[src/design/sin_cos_tan_taylor_degrees_assert.svh]
// ----------------------------------------------------------------------------
// Assertion macros for the Taylor series sine, cosine and tangent block.
// ----------------------------------------------------------------------------
`ifndef SIN_COS_TAN_TAYLOR_DEGREES_ASSERT_SVH
`define SIN_COS_TAN_TAYLOR_DEGREES_ASSERT_SVH

// The consequent must hold in the same cycle as the antecedent.
`define TSD_ASSERT_SAME(lbl, clk, rst_n, ante, cons, msg) \
    lbl: assert property (@(posedge clk) disable iff (!rst_n) (ante) |-> (cons)) \
        else $error(msg);

// The consequent must hold in the cycle after the antecedent.
`define TSD_ASSERT_NEXT(lbl, clk, rst_n, ante, cons, msg) \
    lbl: assert property (@(posedge clk) disable iff (!rst_n) (ante) |=> (cons)) \
        else $error(msg);

`endif

[src/design/tsd_pkg.sv]
// ----------------------------------------------------------------------------
// tsd_pkg
// Shared types and constants of the Taylor series block.
// ----------------------------------------------------------------------------
`default_nettype none

package tsd_pkg;

    localparam int MAX_TERMS_DEF        = 15;
    localparam int ANGLE_FRAC_BITS_DEF  = 22;
    localparam int RESULT_FRAC_BITS_DEF = 30;

    localparam int ANGLE_W  = 32;
    localparam int VALUE_W  = 48;
    localparam int CFG_W    = 10;
    localparam int CFG_IDX_W = 1;

    localparam logic [63:0] PI_Q60  = 64'h3243_F6A8_885A_308D;
    localparam logic [63:0] SAT_MAG = 64'h4000_0000_0000_0000;
    localparam logic [63:0] TAN_CAP = 64'h0004_0000_0000_0000;

    localparam logic [1:0] ACT_SIN = 2'd0;
    localparam logic [1:0] ACT_COS = 2'd1;
    localparam logic [1:0] ACT_TAN = 2'd2;

    localparam logic [1:0] ST_OK   = 2'd0;
    localparam logic [1:0] ST_NEAR = 2'd1;
    localparam logic [1:0] ST_SAT  = 2'd2;

    localparam logic [CFG_IDX_W-1:0] REG_SERIES_TERMS = 1'b0;
    localparam logic [CFG_IDX_W-1:0] REG_NEAR_ZERO    = 1'b1;

    typedef struct packed {
        logic [1:0]                action;
        logic signed [ANGLE_W-1:0] angle_degrees;
    } t_item;

    typedef struct packed {
        logic signed [VALUE_W-1:0] value;
        logic [1:0]                status;
    } t_result;

endpackage

`default_nettype wire

[src/design/tsd_mul.sv]
// ----------------------------------------------------------------------------
// tsd_mul
// Shared 64 by 64 multiplier built from one 32 by 32 multiplier that forms
// four partial products in turn, followed by rounding, a fixed right shift and
// saturation, or, in reciprocal mode, by a plain right shift of 63 plus i_rsh
// that turns a multiply by a scaled reciprocal into a division.
// ----------------------------------------------------------------------------
`default_nettype none

module tsd_mul #(
    parameter int ANGLE_FRAC_BITS  = tsd_pkg::ANGLE_FRAC_BITS_DEF,
    parameter int RESULT_FRAC_BITS = tsd_pkg::RESULT_FRAC_BITS_DEF
) (
    input  wire logic        i_clk,
    input  wire logic        i_rst_n,
    input  wire logic        i_go,
    input  wire logic        i_rad,
    input  wire logic        i_recip,
    input  wire logic [3:0]  i_rsh,
    input  wire logic [63:0] i_a,
    input  wire logic [63:0] i_b,
    output logic             o_done,
    output logic [63:0]      o_res
);
    import tsd_pkg::*;

    localparam int SH_RAD = ANGLE_FRAC_BITS + 60 - RESULT_FRAC_BITS;
    localparam int SH_RES = RESULT_FRAC_BITS;

    logic          r_busy;
    logic [2:0]    r_cnt;
    logic [63:0]   r_a;
    logic [63:0]   r_b;
    logic          r_rad;
    logic          r_recip;
    logic [3:0]    r_rsh;
    logic [63:0]   r_prod;
    logic [1:0]    r_pcode;
    logic [127:0]  r_acc;
    logic          r_done;
    logic [63:0]   r_res;

    logic [31:0]   a_part;
    logic [31:0]   b_part;
    logic [127:0]  prod_sh;
    logic [127:0]  t_rad;
    logic [127:0]  t_res;
    logic [127:0]  q_sel;
    logic [63:0]   rnd_res;
    logic [63:0]   q_rcp;

    assign a_part = r_cnt[0] ? r_a[63:32] : r_a[31:0];
    assign b_part = r_cnt[1] ? r_b[63:32] : r_b[31:0];

    always_comb begin
        case (r_pcode)
            2'd0:    prod_sh = {64'd0, r_prod};
            2'd1:    prod_sh = {32'd0, r_prod, 32'd0};
            2'd2:    prod_sh = {r_prod, 64'd0};
            default: prod_sh = 128'd0;
        endcase
    end

    assign t_rad = r_acc + (128'd1 << (SH_RAD - 1));
    assign t_res = r_acc + (128'd1 << (SH_RES - 1));
    assign q_sel = r_rad ? (t_rad >> SH_RAD) : (t_res >> SH_RES);
    assign rnd_res = (q_sel > {64'd0, SAT_MAG}) ? SAT_MAG : q_sel[63:0];
    assign q_rcp = 64'(r_acc[127:63] >> r_rsh);

    always_ff @(posedge i_clk) begin
        if (!i_rst_n) begin
            r_busy <= 1'b0;
            r_cnt  <= 3'd0;
            r_done <= 1'b0;
        end else begin
            r_done <= 1'b0;
            if (i_go) begin
                r_busy <= 1'b1;
                r_cnt  <= 3'd0;
            end else if (r_busy) begin
                r_cnt <= r_cnt + 3'd1;
                if (r_cnt == 3'd5) begin
                    r_busy <= 1'b0;
                    r_done <= 1'b1;
                end
            end
        end
    end

    always_ff @(posedge i_clk) begin
        if (i_go) begin
            r_a     <= i_a;
            r_b     <= i_b;
            r_rad   <= i_rad;
            r_recip <= i_recip;
            r_rsh   <= i_rsh;
            r_acc   <= 128'd0;
        end else if (r_busy) begin
            if (r_cnt < 3'd4) begin
                r_prod  <= 64'(a_part) * 64'(b_part);
                r_pcode <= 2'(r_cnt[0]) + 2'(r_cnt[1]);
            end
            if (r_cnt >= 3'd1 && r_cnt <= 3'd4) begin
                r_acc <= r_acc + prod_sh;
            end
            if (r_cnt == 3'd5) begin
                r_res <= r_recip ? q_rcp : rnd_res;
            end
        end
    end

    assign o_done = r_done;
    assign o_res  = r_res;

endmodule

`default_nettype wire

[config.mk]
export PLATFORM = sky130hd
export DESIGN_NAME = tsd_mul
export DESIGN_NICKNAME = d
export VERILOG_FILES = /design/src/design/sin_cos_tan_taylor_degrees_assert.svh /design/src/design/tsd_pkg.sv /design/src/design/tsd_mul.sv
export SDC_FILE = /design/constraint.sdc
export NUM_CORES = 2
export LEC_CHECK = 0
export BUFFER_PORTS_ARGS = -buffer_cell sky130_fd_sc_hd__buf_2
export CORE_ASPECT_RATIO = 0.7
export CORE_MARGIN = 8
export CORE_UTILIZATION = 44
export DETAILED_ROUTE_END_ITERATION = 8
export HOLD_SLACK_MARGIN = 0.08
export PLACE_DENSITY = 0.69
export SLEW_MARGIN = 25
export SYNTH_ARGS = -nofsm -noshare
export SYNTH_HDL_FRONTEND = slang
export SYNTH_SLANG_ARGS = --single-unit
[constraint.sdc]
create_clock -name i_clk -period 28.6 [get_ports i_clk]
set_clock_uncertainty 0.05 [all_clocks]
set_input_delay 2.86 -clock i_clk [delete_from_list [all_inputs] [get_ports i_clk]]
set_output_delay 2.86 -clock i_clk [all_outputs]
set_load 0.005 [all_outputs]
==> results.cfg <==
[outcome]
status = finished, final reports clean

[setup_path]
start_kind = register
slowest_delay_ns = 0.95
path_buf_inv = 5
worst_ep_required_time_ns = 28.96
crit_arrival_ns = 11.66
worst_path_most_repeated_cell = fa_1
crit_family = adder cells
r2r_cells = 29
critPathKind = register to register
cp_num_cells = 29
cp-end-kind = register
slowest_stage = mux2i_4
worstPathMaxFanout = 38

[run]
maxCapViolCount = 0

[sta]
setup_viol = 0
min_period_over_period = 0.395
relSlewSlack = 0.233
slew_viol_final = 0
worstMarginPinSlew_ns = 1.15
rsz0062_at_grt = false
hold_violations = 0
period_needed_ns = 11.30
setup_tns_ns = 0
fmax_mhz = 88.5

[layout]
fin_cells = 9004
n_fill_cell = 13500
syn_to_final_growth_pct = 6.81
most-common-layout-cells = inv_1, fa_1, nand2_1, nor2_1, ha_1
drive_gt1_frac = 0.0862
final_common_cell = inv_1
fin_nets = 8500
design_area_mm2 = 0.0671

[die]
coreArea_mm2 = 0.142
ioPinCount = 202
die_x_um = 467
start_util = 0.441
dieArea_mm2 = 0.155
die_height_um = 332
rows = 116

[drt]
antenna_left = 0
num_vias = 54200
vias_per_cell = 6.02
routedWlPerCell_um = 25.9
finalWirelength_mm = 233
first_iter_violations = 7197
drc = 0
drt_first_pass_iters = 7

[yosys]
syn_area_per_cell_um2 = 8.76
yosysSeqAreaShare = 0.169
synthFlopType = edfxtp_1
ys_ff_latch = 397
yosysWarnings = 0
netlist_instances = 7168
yosysTopAreaCell = fa_1
synth-edff-count = 264
syn_nets = 8597
ys_types = 77
async_flop_share = 0
synth.area.top_cells = fa_1, edfxtp_1, ha_1, inv_1, nand2_1
syn-cell-area_mm2 = 0.0628
synth_top_area_frac = 0.286

[global_route]
gr-usage-met2 = 0.378
grt_max_degree = 81
grt_pass1_vias = 52700
grt_most_used_layer = met1
use_met3 = 0.140
antenna_found_initial = 8
grt_use_total = 0.293
overflow = 0
grt_use_met1 = 0.433
grt_pass1_wl_mm = 344

[placement]
place.gp.congestion = 1.05
dp_cells = 8910
port_buffers = 201
dp_hpwl_mm = 187
placed_area_mm2 = 0.0655

[hold_path]
hp-class = register to register
hold_depth = 2

[clock_tree]
cts.clk_slew.worst_paths_ns = 0.06
tritoncts = done
cts_buffers = 47
cts.sinks = 397
cts_buffer_depth = 3
cts_root_buffer = clkbuf_16
clock_latency_ns = 0.67
hold_buffers = 0
post_cts_resize_count = 0
cts_setup_buffers = 0
htreeDepth = 2
## area by class of cell
type,count,area [um2],area share
Clock inverter,30,313,0.00466
Clock buffer,56,1230,0.0184
Sequential cell,397,10600,0.158
Multi-Input combinational cell,5331,47000,0.701
Antenna cell,8,20.0,0.000299
Tap cell,1888,2360,0.0352
Inverter,986,3700,0.0552
Timing Repair Buffer,308,1820,0.0271
## metal layers
layer	wire length, um	part of all wire	vias to the layer above
met2	87600	0.38	3634
met4	6780	0.029	8
met3	39100	0.17	479
met5	49	0.00021	-
met1	99500	0.43	26900
li1	-	-	23200
## tightest hold or removal path, delay by kind of cell, from the launching register on
family,cells,cell delay (ns)
simple gates,1,0.05
flops,1,0.31
compound gates,1,0.05
## cell usage after synthesis, drive strengths merged, types with 6 or more instances
library cell,instances
or4,9
a32o,6
and2,87
dfxtp,133
nand3,101
nor2,867
a211o,6
nor3,73
or2,9
o2bb2ai,6
edfxtp,264
o221ai,7
mux4,56
inv,986
a221oi,10
a221o,11
a21boi,9
fa,897
buf,63
o21bai,51
mux2i,179
ha,395
and4,13
a22o,95
nor2b,31
nor4,34
o22ai,25
a211oi,32
nand2b,36
a31oi,22
or3,18
xor2,131
nand2,887
o21ai,168
and3,39
o211ai,8
mux2,90
o31ai,12
a41oi,7
nand4,117
xnor2,213
a21oi,386
o21a,19
clkbuf,391
a21o,124
## stage by stage
step / hold WS, ns / utilization / setup slack [ns]
final: 0.407 / 0.471 / 17.30
after global routing: 0.424 / 0.471 / 17.02
after CTS: 0.409 / 0.471 / 17.53
after detailed placement: 0.401 / 0.460 / 17.54
after global placement: 0.392 / 0.460 / 17.70
after floorplan: 0.386 / - / 19.07
## state kept, by name, summed over array words and instances, names as in the netlist
signal / cells
r_b: 64
r_pcode: 2
r_cnt: 3
r_rsh: 4
o_res: 64
o_done: 1
r_prod: 64
r_recip: 1
r_a: 64
r_rad: 1
r_acc: 128
r_busy: 1
## worst paths after layout
check                               from                     end  slack (ns)
setup / recovery   r_cnt[0]$_SDFFE_PP0P_    r_prod[63]$_DFFE_PP_       17.30
setup reg to reg   r_cnt[0]$_SDFFE_PP0P_    r_prod[63]$_DFFE_PP_       17.30
hold reg to reg   r_acc[14]$_SDFFE_PP0P_  r_acc[14]$_SDFFE_PP0P_        0.41
hold / removal    r_acc[14]$_SDFFE_PP0P_  r_acc[14]$_SDFFE_PP0P_        0.41
## cells by family (layout without fill, tap and decap cells)
group	Yosys count	in the layout	synth area share
simple gates	2335	2335	0.162
buf+inv	1440	1380	0.0870
fa+ha+maj	1292	1292	0.365
compound gates	1035	1035	0.105
flops	397	397	0.169
xor+xnor	344	344	0.0480
mux	325	325	0.0648
other cells	0	8	0
Power is not shown: default switching activity piles up to over one toggle a cycle in this logic, so the estimate is an artifact.
